`src/sv/dfr_pkg.sv`:
```
// ----------------------------------------------------------------------------
// dfr_pkg
// Types, codes and helper functions shared by the WebSocket deframer modules.
// ----------------------------------------------------------------------------
`default_nettype none

package dfr_pkg;

    localparam int LEN_W = 64;
    localparam int KEY_W = 32;

    localparam logic [3:0] OPC_CONT  = 4'h0;
    localparam logic [3:0] OPC_TEXT  = 4'h1;
    localparam logic [3:0] OPC_BIN   = 4'h2;
    localparam logic [3:0] OPC_CLOSE = 4'h8;
    localparam logic [3:0] OPC_PING  = 4'h9;
    localparam logic [3:0] OPC_PONG  = 4'hA;

    localparam logic [6:0] LEN7_EXT16 = 7'd126;
    localparam logic [6:0] LEN7_EXT64 = 7'd127;

    localparam logic [2:0] EXT16_BYTES = 3'd2;
    localparam logic [2:0] EXT64_BYTES = 3'd0; // 3-bit count: zero means eight
    localparam logic [2:0] KEY_BYTES   = 3'd4;

    localparam logic [1:0] KIND_TEXT = 2'd0;
    localparam logic [1:0] KIND_BIN  = 2'd1;
    localparam logic [1:0] KIND_PING = 2'd2;
    localparam logic [1:0] KIND_PONG = 2'd3;

    localparam logic [1:0] EV_NONE     = 2'd0;
    localparam logic [1:0] EV_CLOSE    = 2'd1;
    localparam logic [1:0] EV_UNMASKED = 2'd2;
    localparam logic [1:0] EV_NESTED   = 2'd3;

    typedef enum logic [2:0] {
        PH_HDR0,
        PH_HDR1,
        PH_EXT,
        PH_MASK,
        PH_PAY,
        PH_CLOSED
    } phase_t;

    typedef enum logic [2:0] {
        CL_FRAG,
        CL_FRAG_END,
        CL_MSG,
        CL_CLOSE,
        CL_DROP
    } frame_class_t;

    typedef struct packed {
        logic [7:0] data_byte;
        logic       byte_valid;
        logic [1:0] msg_kind;
        logic       end_of_message;
        logic [1:0] event_res;
    } dfr_result_t;

    function automatic frame_class_t frame_class(input logic fin, input logic [3:0] opc);
        frame_class_t cl;
        cl = CL_DROP;
        if (!fin) begin
            cl = CL_FRAG;
        end else begin
            unique case (opc)
                OPC_CONT:  cl = CL_FRAG_END;
                OPC_TEXT,
                OPC_BIN,
                OPC_PING,
                OPC_PONG:  cl = CL_MSG;
                OPC_CLOSE: cl = CL_CLOSE;
                default:   cl = CL_DROP;
            endcase
        end
        return cl;
    endfunction

    function automatic logic [1:0] msg_kind_of(input logic [3:0] opc);
        logic [1:0] k;
        k = KIND_TEXT;
        unique case (opc)
            OPC_BIN:  k = KIND_BIN;
            OPC_PING: k = KIND_PING;
            OPC_PONG: k = KIND_PONG;
            default:  k = KIND_TEXT;
        endcase
        return k;
    endfunction

endpackage

`default_nettype wire

```
`src/sv/websocket_frame_deframer.sv`:
```
// ----------------------------------------------------------------------------
// websocket_frame_deframer
// Client-to-server WebSocket deframer: header parse, unmask, fragment tags.
//
//   channel | dir | tdata            | tuser                              | tlast
//   s_      | in  | [7:0] in_byte    | -                                  | -
//   m_      | out | [7:0] data_byte  | [0] byte_valid [2:1] msg_kind      | end_of_message
//           |     |                  | [4:3] event_res                    |
//
// One byte per cycle sustained: input register, one pass of parser logic,
// result register. The result register loads when the parser steps on its held byte.
// Bytes that make no result still pass through the parser step.
// A stall on m_ holds the parser and back-pressures s_ through the input register.
// Synchronous active-low reset returns to header byte 0, no fragment open.
// ----------------------------------------------------------------------------
`default_nettype none

module websocket_frame_deframer (
    input  wire logic       aclk,
    input  wire logic       aresetn,
    input  wire logic       s_tvalid,
    output logic            s_tready,
    input  wire logic [7:0] s_tdata,   // in_byte
    output logic            m_tvalid,
    input  wire logic       m_tready,
    output logic [7:0]      m_tdata,   // data_byte
    output logic [4:0]      m_tuser,   // byte_valid, msg_kind[1:0], event_res[1:0]
    output logic            m_tlast    // end_of_message
);

    logic                 in_valid_reg;
    logic [7:0]           in_byte_reg;
    logic                 space;
    logic                 step;
    logic                 res_valid;
    dfr_pkg::dfr_result_t res;

    assign step     = in_valid_reg && space;
    assign s_tready = !in_valid_reg || step;

    always_ff @(posedge aclk) begin
        if (!aresetn) begin
            in_valid_reg <= 1'b0;
        end else if (s_tready) begin
            in_valid_reg <= s_tvalid;
        end
    end

    always_ff @(posedge aclk) begin
        if (s_tready && s_tvalid) begin
            in_byte_reg <= s_tdata;
        end
    end

    dfr_parser u_parser (
        .aclk      (aclk),
        .aresetn   (aresetn),
        .step      (step),
        .in_byte   (in_byte_reg),
        .res_valid (res_valid),
        .res       (res)
    );

    dfr_out_reg u_out (
        .aclk      (aclk),
        .aresetn   (aresetn),
        .load      (step),
        .res_valid (res_valid),
        .res       (res),
        .space     (space),
        .m_tvalid  (m_tvalid),
        .m_tready  (m_tready),
        .m_tdata   (m_tdata),
        .m_tuser   (m_tuser),
        .m_tlast   (m_tlast)
    );

endmodule

`default_nettype wire

```
`src/sv/dfr_parser.sv`:
```
// ----------------------------------------------------------------------------
// dfr_parser
// Frame header parser, payload unmasking and fragment tracking; one byte per
// step, at most one result per byte.
// ----------------------------------------------------------------------------
`default_nettype none

module dfr_parser (
    input  wire logic                 aclk,
    input  wire logic                 aresetn,
    input  wire logic                 step,
    input  wire logic [7:0]           in_byte,
    output logic                      res_valid,
    output dfr_pkg::dfr_result_t      res
);

    dfr_pkg::phase_t                 phase_reg, phase_next;
    logic                            fin_reg, fin_next;
    logic [3:0]                      opc_reg, opc_next;
    logic [dfr_pkg::LEN_W-1:0]       rem_reg, rem_next;
    logic [2:0]                      cnt_reg, cnt_next;
    logic [dfr_pkg::KEY_W-1:0]       key_reg, key_next;
    logic [1:0]                      kidx_reg, kidx_next;
    logic                            frag_active_reg, frag_active_next;
    logic                            frag_kind_reg, frag_kind_next;

    dfr_pkg::frame_class_t           cl;
    logic [1:0]                      cl_kind;
    logic [2:0]                      cnt_dec;
    logic [dfr_pkg::LEN_W-1:0]       rem_dec;
    logic                            last;
    logic [7:0]                      key_byte;
    logic                            start_frag;

    always_ff @(posedge aclk) begin
        if (!aresetn) begin
            phase_reg       <= dfr_pkg::PH_HDR0;
            fin_reg         <= 1'b0;
            opc_reg         <= 4'd0;
            rem_reg         <= '0;
            cnt_reg         <= 3'd0;
            key_reg         <= '0;
            kidx_reg        <= 2'd0;
            frag_active_reg <= 1'b0;
            frag_kind_reg   <= 1'b0;
        end else if (step) begin
            phase_reg       <= phase_next;
            fin_reg         <= fin_next;
            opc_reg         <= opc_next;
            rem_reg         <= rem_next;
            cnt_reg         <= cnt_next;
            key_reg         <= key_next;
            kidx_reg        <= kidx_next;
            frag_active_reg <= frag_active_next;
            frag_kind_reg   <= frag_kind_next;
        end
    end

    always_comb begin
        cl      = dfr_pkg::frame_class(fin_reg, opc_reg);
        cl_kind = (cl == dfr_pkg::CL_MSG) ? dfr_pkg::msg_kind_of(opc_reg)
                                          : {1'b0, frag_kind_reg};
        cnt_dec = cnt_reg - 3'd1;
        rem_dec = rem_reg - {{(dfr_pkg::LEN_W-1){1'b0}}, 1'b1};
        last    = (rem_dec == '0);
        case (kidx_reg)
            2'd0:    key_byte = key_reg[31:24];
            2'd1:    key_byte = key_reg[23:16];
            2'd2:    key_byte = key_reg[15:8];
            default: key_byte = key_reg[7:0];
        endcase
        start_frag = !fin_reg && (opc_reg == dfr_pkg::OPC_TEXT || opc_reg == dfr_pkg::OPC_BIN);

        phase_next       = phase_reg;
        fin_next         = fin_reg;
        opc_next         = opc_reg;
        rem_next         = rem_reg;
        cnt_next         = cnt_reg;
        key_next         = key_reg;
        kidx_next        = kidx_reg;
        frag_active_next = frag_active_reg;
        frag_kind_next   = frag_kind_reg;
        res_valid        = 1'b0;
        res              = '0;

        unique case (phase_reg)
            dfr_pkg::PH_HDR0: begin
                fin_next   = in_byte[7];
                opc_next   = in_byte[3:0];
                phase_next = dfr_pkg::PH_HDR1;
            end
            dfr_pkg::PH_HDR1: begin
                if (!in_byte[7]) begin
                    res_valid     = 1'b1;
                    res.event_res = dfr_pkg::EV_UNMASKED;
                    phase_next    = dfr_pkg::PH_CLOSED;
                end else if (start_frag && frag_active_reg) begin
                    res_valid     = 1'b1;
                    res.event_res = dfr_pkg::EV_NESTED;
                    phase_next    = dfr_pkg::PH_CLOSED;
                end else begin
                    if (start_frag) begin
                        frag_active_next = 1'b1;
                        frag_kind_next   = (opc_reg == dfr_pkg::OPC_BIN);
                    end
                    rem_next = '0;
                    if (in_byte[6:0] == dfr_pkg::LEN7_EXT16) begin
                        cnt_next   = dfr_pkg::EXT16_BYTES;
                        phase_next = dfr_pkg::PH_EXT;
                    end else if (in_byte[6:0] == dfr_pkg::LEN7_EXT64) begin
                        cnt_next   = dfr_pkg::EXT64_BYTES;
                        phase_next = dfr_pkg::PH_EXT;
                    end else begin
                        rem_next   = {{(dfr_pkg::LEN_W-7){1'b0}}, in_byte[6:0]};
                        cnt_next   = dfr_pkg::KEY_BYTES;
                        phase_next = dfr_pkg::PH_MASK;
                    end
                end
            end
            dfr_pkg::PH_EXT: begin
                rem_next = {rem_reg[dfr_pkg::LEN_W-9:0], in_byte};
                cnt_next = cnt_dec;
                if (cnt_dec == 3'd0) begin
                    cnt_next   = dfr_pkg::KEY_BYTES;
                    phase_next = dfr_pkg::PH_MASK;
                end
            end
            dfr_pkg::PH_MASK: begin
                key_next = {key_reg[dfr_pkg::KEY_W-9:0], in_byte};
                cnt_next = cnt_dec;
                if (cnt_dec == 3'd0) begin
                    kidx_next  = 2'd0;
                    phase_next = dfr_pkg::PH_PAY;
                    if (rem_reg == '0) begin
                        phase_next = dfr_pkg::PH_HDR0;
                        if (cl == dfr_pkg::CL_CLOSE) begin
                            res_valid     = 1'b1;
                            res.event_res = dfr_pkg::EV_CLOSE;
                            phase_next    = dfr_pkg::PH_CLOSED;
                        end else if (cl == dfr_pkg::CL_FRAG_END || cl == dfr_pkg::CL_MSG) begin
                            res_valid          = 1'b1;
                            res.msg_kind       = cl_kind;
                            res.end_of_message = 1'b1;
                            if (cl == dfr_pkg::CL_FRAG_END) begin
                                frag_active_next = 1'b0;
                            end
                        end
                    end
                end
            end
            dfr_pkg::PH_PAY: begin
                kidx_next = kidx_reg + 2'd1;
                rem_next  = rem_dec;
                if (last) begin
                    phase_next = dfr_pkg::PH_HDR0;
                end
                if (cl == dfr_pkg::CL_CLOSE) begin
                    if (last) begin
                        res_valid     = 1'b1;
                        res.event_res = dfr_pkg::EV_CLOSE;
                        phase_next    = dfr_pkg::PH_CLOSED;
                    end
                end else if (cl != dfr_pkg::CL_DROP) begin
                    res_valid          = 1'b1;
                    res.data_byte      = in_byte ^ key_byte;
                    res.byte_valid     = 1'b1;
                    res.msg_kind       = cl_kind;
                    res.end_of_message = (cl != dfr_pkg::CL_FRAG) && last;
                    if (cl == dfr_pkg::CL_FRAG_END && last) begin
                        frag_active_next = 1'b0;
                    end
                end
            end
            default: begin
                phase_next = dfr_pkg::PH_CLOSED;
            end
        endcase
    end

endmodule

`default_nettype wire

```
`src/sv/dfr_out_reg.sv`:
```
// ----------------------------------------------------------------------------
// dfr_out_reg
// Result register driving the master-side stream.
// ----------------------------------------------------------------------------
`default_nettype none

module dfr_out_reg (
    input  wire logic                 aclk,
    input  wire logic                 aresetn,
    input  wire logic                 load,
    input  wire logic                 res_valid,
    input  wire dfr_pkg::dfr_result_t res,
    output logic                      space,
    output logic                      m_tvalid,
    input  wire logic                 m_tready,
    output logic [7:0]                m_tdata,  // data_byte
    output logic [4:0]                m_tuser,  // byte_valid, msg_kind[1:0], event_res[1:0]
    output logic                      m_tlast   // end_of_message
);

    logic                 valid_reg;
    dfr_pkg::dfr_result_t res_reg;

    assign space = !valid_reg || m_tready;

    always_ff @(posedge aclk) begin
        if (!aresetn) begin
            valid_reg <= 1'b0;
        end else if (load) begin
            valid_reg <= res_valid;
        end else if (m_tready) begin
            valid_reg <= 1'b0;
        end
    end

    always_ff @(posedge aclk) begin
        if (load && res_valid) begin
            res_reg <= res;
        end
    end

    assign m_tvalid = valid_reg;
    assign m_tdata  = res_reg.data_byte;
    assign m_tuser  = {res_reg.event_res, res_reg.msg_kind, res_reg.byte_valid};
    assign m_tlast  = res_reg.end_of_message;

endmodule

`default_nettype wire
```
`config.mk`:
```
export PLATFORM = sky130hd
export DESIGN_NAME = websocket_frame_deframer
export DESIGN_NICKNAME = d
export VERILOG_FILES = /design/src/sv/dfr_pkg.sv /design/src/sv/websocket_frame_deframer.sv /design/src/sv/dfr_parser.sv /design/src/sv/dfr_out_reg.sv
export SDC_FILE = /design/constraint.sdc
export NUM_CORES = 1
export LEC_CHECK = 0
export BUFFER_PORTS_ARGS = -buffer_cell sky130_fd_sc_hd__buf_2
export CAP_MARGIN = 25
export CELL_PAD_IN_SITES_DETAIL_PLACEMENT = 1
export CELL_PAD_IN_SITES_GLOBAL_PLACEMENT = 1
export CORE_MARGIN = 1
export CORE_UTILIZATION = 47
export DETAILED_ROUTE_END_ITERATION = 8
export PLACE_DENSITY_LB_ADDON = 0.1
export RECOVER_POWER = 50
export SYNTH_ARGS = -nofsm -noshare
export SYNTH_HDL_FRONTEND = slang
export SYNTH_SLANG_ARGS = --single-unit
```
`constraint.sdc`:
```
create_clock -name aclk -period 4.5 [get_ports aclk]
set_input_delay 0.675 -clock aclk [delete_from_list [all_inputs] [get_ports aclk]]
set_output_delay 0.675 -clock aclk [all_outputs]
set_load 0.02 [all_outputs]
```
== Word level (Yosys, flattened, before mapping) ==
Cells that the tools add are included.
Word-level totals
  bits in latches: 0
  RAM bits: 0
  output and inout bits: 16
  logic and storage cells: 157
  register bits after elaboration: 135
  ROM bits: 0
  memories: 0
  input port bits: 12
Cells by class
  equality and inequality tests: 29
  reductions and logical operators: 37
  bitwise logic cells: 4
  mux-type cells: 67
  multipliers: 0
  divide/modulo/power cells: 0
  shift operators: 0
  $add $sub $neg: 3
  order comparisons: 0
Operators with widths (number)
  $mux W64: 3
  $pmux W64 S3: 1
  $logic_not A64 Y1: 2
  $sub A64 B1 Y64 const B: 1
  $mux W3: 19
  $mux W1: 26
  $pmux W8 S3: 1
  $pmux W3 S3: 2
  $ne A2 B1 Y1 const B: 8
  $pmux W3 S5: 1
  $eq A7 B7 Y1 const B: 2
  $reduce_and A13 Y1: 1
  $eq A3 B2 Y1 const B: 4
  $eq A4 B4 Y1 const B: 3
  $pmux W2 S3: 2
  $reduce_bool A3 Y1: 4
  $mux W5: 2
  $mux W2: 4
  $ne A2 B2 Y1 const B: 4
  $reduce_and A4 Y1: 2
  $xor A8 B8 Y8: 1
  $logic_and A1 B1 Y1: 7
  $mux W7: 1
  $eq A3 B1 Y1 const B: 2
  other kinds (25): 37

== Logic depth before layout (Yosys ltp) ==
  word-level depth: 12
  gate-level depth with buffers: 14
  gate-level depth less buffers: 11

== Hierarchy ==
A second synthesis with hierarchy kept.
Second synthesis, totals
  cells, all modules: 1067
  area total of the unflattened synthesis: 8331.7 µm²
By module, submodules not included
  dfr_parser: area each 7554.7 µm², cells an instance 1034, times used 1
  dfr_out_reg: area each 471.7 µm², cells an instance 19, times used 1
  websocket_frame_deframer: area each 305.3 µm², cells an instance 14, times used 1

== Least setup slack after synthesis ==
OpenSTA, ideal clock, no wires.
  kind: register -> register
  start point: register u_parser.rem_reg[1] in the netlist's numbering
  end point: register u_out.res_reg, in the netlist u_out.m_tdata[0] (enable)
  library setup time: 0.384 ns
  period minus slack after synthesis: 3.958 ns
  path slack: 0.542 ns
  stages on the path, launching flop included: 15
  arrival time: 3.574 ns
  path through: dfxtp_1 clkbuf_1 inv_1 ha_1 clkbuf_1 nor3b_2 and4_1 buf_2 nand2_1 nor3_1 xor2_1 or4_4 nor4_4 a31oi_1 nor2_1
On the way
  longest elaborated chain between the ends: 6
  elaborated cells between the ends (all ways): 9
Ends and longest elaborated chain
  from (decl): RTL line dfr_parser.sv:20  | logic [dfr_pkg::LEN_W-1:0] rem_reg, rem_next;
  from (signal assigned): RTL line dfr_parser.sv:50  | rem_reg <= rem_next;
  $sub A64 B1 Y64: RTL line dfr_parser.sv:64  | rem_dec = rem_reg - {{(dfr_pkg::LEN_W-1){1'b0}}, 1'b1};
  $logic_not A64 Y1: RTL line dfr_parser.sv:65  | last = (rem_dec == '0);
  $mux W1: RTL line dfr_parser.sv:158  | if (last) begin
  $mux W1: RTL line dfr_parser.sv:157  | if (cl == dfr_pkg::CL_CLOSE) begin
  $pmux W1 S3 *: RTL line dfr_parser.sv:86  | unique case (phase_reg)
  $logic_and A1 B1 Y1 *: RTL line dfr_out_reg.sv:37  | if (load && res_valid) begin
  to (signal assigned): RTL line dfr_out_reg.sv:38  | res_reg <= res;
  to (decl): RTL line dfr_out_reg.sv:22  | dfr_pkg::dfr_result_t res_reg;
Mark *: on every way between the ends. The rest lies on a longest branch, timed or not.
A chain may end at the register's enable or synchronous reset.

== Final worst setup path ==
  start point: register u_parser.rem_reg[0] in the netlist's numbering
  end point: register u_out.res_reg, in the netlist u_out.m_tdata[0] (enable)
Same word-level chain as after synthesis.

==> run_results.csv <==
group,metric,value,unit
run_status,outcome,"completed",
layout,fin_nets,1086,
routing,ant_nets,0,
timing,hold_viol,0,
synthesis,synth_flop_cell,"dfxtp_1",
pwr,power.leakage,3.183,nW
layout,largest_reg_flops,64,
global_route,grt_start_max_net_pins,76,
pwr,swShare,36.91,%
critical_path,cpPeakStageDelay,0.56,ns
cts,post_cts_buffers,0,
floorplan,initial_utilization,48.18,%
placement,portBuffers,27,
pwr,intPower,0.002293,W
global_route,grt_pass1_wl,45.95,mm
flow_run,cap_violations,0,
routing,first_pass_iters,5,
pwr,switchingPower,0.001341,W
cts,clk_pin_slew,0.07,ns
timing,drv_slew,0,
synthesis,muxShareOfSynthArea,0.9910,%
floorplan,core-area,0.01730,sq mm
synthesis,synthMostInstantiatedCell,"nor2_1",
global_route,globalRoute.totalOverflow,0,
synthesis,synth_common_cells,"150 x nor2_1, 139 x nand2_1, 113 x dfxtp_1",
critical_path,crit_path_end_kind,"register",
synthesis,synth_xor_area_share,3.258,%
cts,cts_tree,"done",
synthesis,ys_ff_latch,135,
pwr,pwr-share-clk,38.5,%
layout,antenna_cells,0,
synthesis,synthArstFlopShare,0,%
floorplan,fp.dieH,135.2,um
global_route,grt_use_total,32.35,%
cts,hold_buffers,0,
cts,clockRootBuffer,"clkbuf_16",
floorplan,dieArea,0.01827,sq mm
routing,routed_wl,28.55,mm
synthesis,avgSynthCellArea,7.659,sq um
pwr,total_power,0.003633,W
synthesis,syn-num-nets,1109,
timing,setup_violations,0,
synthesis,yosysSeqAreaShare,35.08,%
critical_path,worstReg2RegStart,"u_parser.rem_reg[0]$_SDFFE_PN0P_",
routing,drc,0,
cts,cts_resized,0,
hold_path,min_from,"s_tdata[4]",
layout,fin_cells,1303,
critical_path,crit_chain,"inv_1, ha_1, nor3b_2, and4_1, nand2_1, nor3_1, xor2_1, or4_4, nor4_4, a31oi_1, nor2_1, buf_4",
timing,worst_slew_pin_slew,1.113,ns
layout,drive_above_1_share,9.555,%
routing,drtIter0Drc,824,
critical_path,critPathRequiredTime,4.63,ns
critical_path,arrival,4.35,ns
timing,fin_skew,0.01328,ns
routing,vias,8311,
synthesis,synth_adder_area_share,1.351,%
synthesis,synth-simple-area-share,31.53,%
critical_path,r2r_end,"u_out.m_tdata[0]$_SDFFCE_PP0P_",
placement,dpl.hpwl,19.21,mm
cts,cts_made_buffers,17,
synthesis,synth_top_area_share,27.15,%
critical_path,crit_path_max_fanout,14,
placement,place.gp.congestion,0.9479,
synthesis,synth_compound_gate_area_share,22.45,%
placement,placed_cells,1270,
routing,vias_per_cell,6.378,
layout,fillers,2123,
hold_path,hold_path_class,"in2reg",
synthesis,netlist_area,0.008333,sq mm
floorplan,num_rows,48,
pwr,ir_drop,0.0002995,V
timing,max_freq,237.0,MHz
synthesis,synth_top_area_cell,"dfxtp_1",
timing,period_needed,4.219,ns
floorplan,die_width,135.2,um
critical_path,r2r_cells,12,
pwr,combPwrFrac,25.4,%
timing,rsz0062_at_grt,"false",
layout,areaGrowthSynthToFinish,9.174,%
cts,cts.path.max_buffers,2,
global_route,antenna_found_initial,0,
critical_path,cp_slowest_cell,"or4_4",
synthesis,synth-edff-count,22,
cts,cts.sinks,135,
critical_path,critical_path_class,"reg2reg",
global_route,grt_pass1_vias,8228,
pwr,seq_power_share,36.1,%
cts,clock_latency,0.44,ns
timing,fin_tns_setup,0,ns
hold_path,hold_end,"in_byte_reg[4]$_DFFE_PP_",
synthesis,syn_inst,1088,
floorplan,ios,28,
synthesis,yosysWarnings,0,
layout,final_util,52.60,%
critical_path,cp_top_family,"simple AND/OR/NAND/NOR gates",
critical_path,critPathLaunchType,"register",
pwr,powerDensity,399.4,mW/mm^2
hold_path,min_path_cells,1,
synthesis,synth_top_family_by_area,"simple AND/OR/NAND/NOR gates",
cts,cts.htree.levels,4,
critical_path,rrSetupSlack,0.28,ns
timing,post-route-period-util,93.76,%
timing,slew_headroom,25.77,%
routing,post_drt_wl_per_cell,21.91,um
synthesis,yosysUniqueCellTypes,84,
synthesis,synth.area.top_cells,"dfxtp_1 27%, edfxtp_1 7.9%, nor2_1 6.8%, nand2_1 6.3%, a21oi_1 6.1%",
critical_path,crit_buf_inv,2,
## power by group through the flow
stage                     clock, W  sequential [W]  combinational, W
after floorplan                  0         0.00131          0.000668
after global placement           0         0.00134          0.000883
after detailed placement         0         0.00134          0.000896
after CTS                  0.00142         0.00131          0.000906
after global routing       0.00146         0.00132           0.00100
final                      0.00140         0.00131          0.000923
## cell type report
type | count | area [sq um] | share of cell area, %
tap | 225 | 281.5 | 3.094
timing repair buffer | 47 | 275.3 | 3.026
clock buffer | 17 | 425.4 | 4.676
sequential | 135 | 2923 | 32.13
inverter | 16 | 61.31 | 0.6739
multi-input combinational | 848 | 4981 | 54.75
clock inverter | 15 | 150.1 | 1.650
## per-layer routing
metal | track usage, % | vias up | routed length, um
li1 | - | 3910 | -
met1 | 45.79 | 4140 | 13430
met2 | 50.77 | 225 | 13240
met3 | 4.714 | 36 | 1405
met4 | 9.488 | 0 | 485
met5 | 0 | - | 0
## cells by family after synthesis
group | Yosys count
buffers and inverters | 105
adder cells (fa/ha/maj) | 9
flip-flops | 135
AO/OA/AOI/OAI | 296
XOR/XNOR | 31
multiplexers | 8
AND/OR/NAND/NOR | 504
## cell usage in the layout, fill, tap and decap left out, drive strengths merged, types with 22 or more instances in the layout
master	netlist	final
nor2	152	152
nand2	141	141
dfxtp	113	113
a21oi	102	102
o21ai	75	75
nor3	55	55
nor4	39	39
clkbuf	72	38
buf	17	26
inv	15	25
edfxtp	22	22
## per-stage QoR
step                hold slack (ns)  setup WS (ns)  cell area, sq um
finish                       0.4085         0.2808              9097
global route                 0.3972        0.01823              9097
CTS                          0.4016         0.3252              9150
detailed placement           0.4508         0.4118              8574
global placement             0.4438         0.5556              8527
floorplan                    0.4360         0.5421              8333
## worst max path at each step
stage	start	end	slack (ns)	depth (start not counted)
after detailed placement	u_parser.rem_reg[0]$_SDFFE_PN0P_	u_out.m_tdata[6]$_SDFFCE_PP0P_	0.41	12
after global routing	u_parser.rem_reg[1]$_SDFFE_PN0P_	u_out.m_tdata[0]$_SDFFCE_PP0P_	0.02	12
after CTS	u_parser.rem_reg[0]$_SDFFE_PN0P_	u_out.m_tdata[0]$_SDFFCE_PP0P_	0.33	12
after floorplan	u_parser.rem_reg[1]$_SDFFE_PN0P_	u_out.m_tdata[0]$_SDFFCE_PP0P_	0.54	14
final	u_parser.rem_reg[0]$_SDFFE_PN0P_	u_out.m_tdata[0]$_SDFFCE_PP0P_	0.28	12
after global placement	u_parser.rem_reg[0]$_SDFFE_PN0P_	u_out.m_tdata[3]$_SDFFCE_PP0P_	0.56	12
No activity file was read; power rests on OpenSTA's default activity.
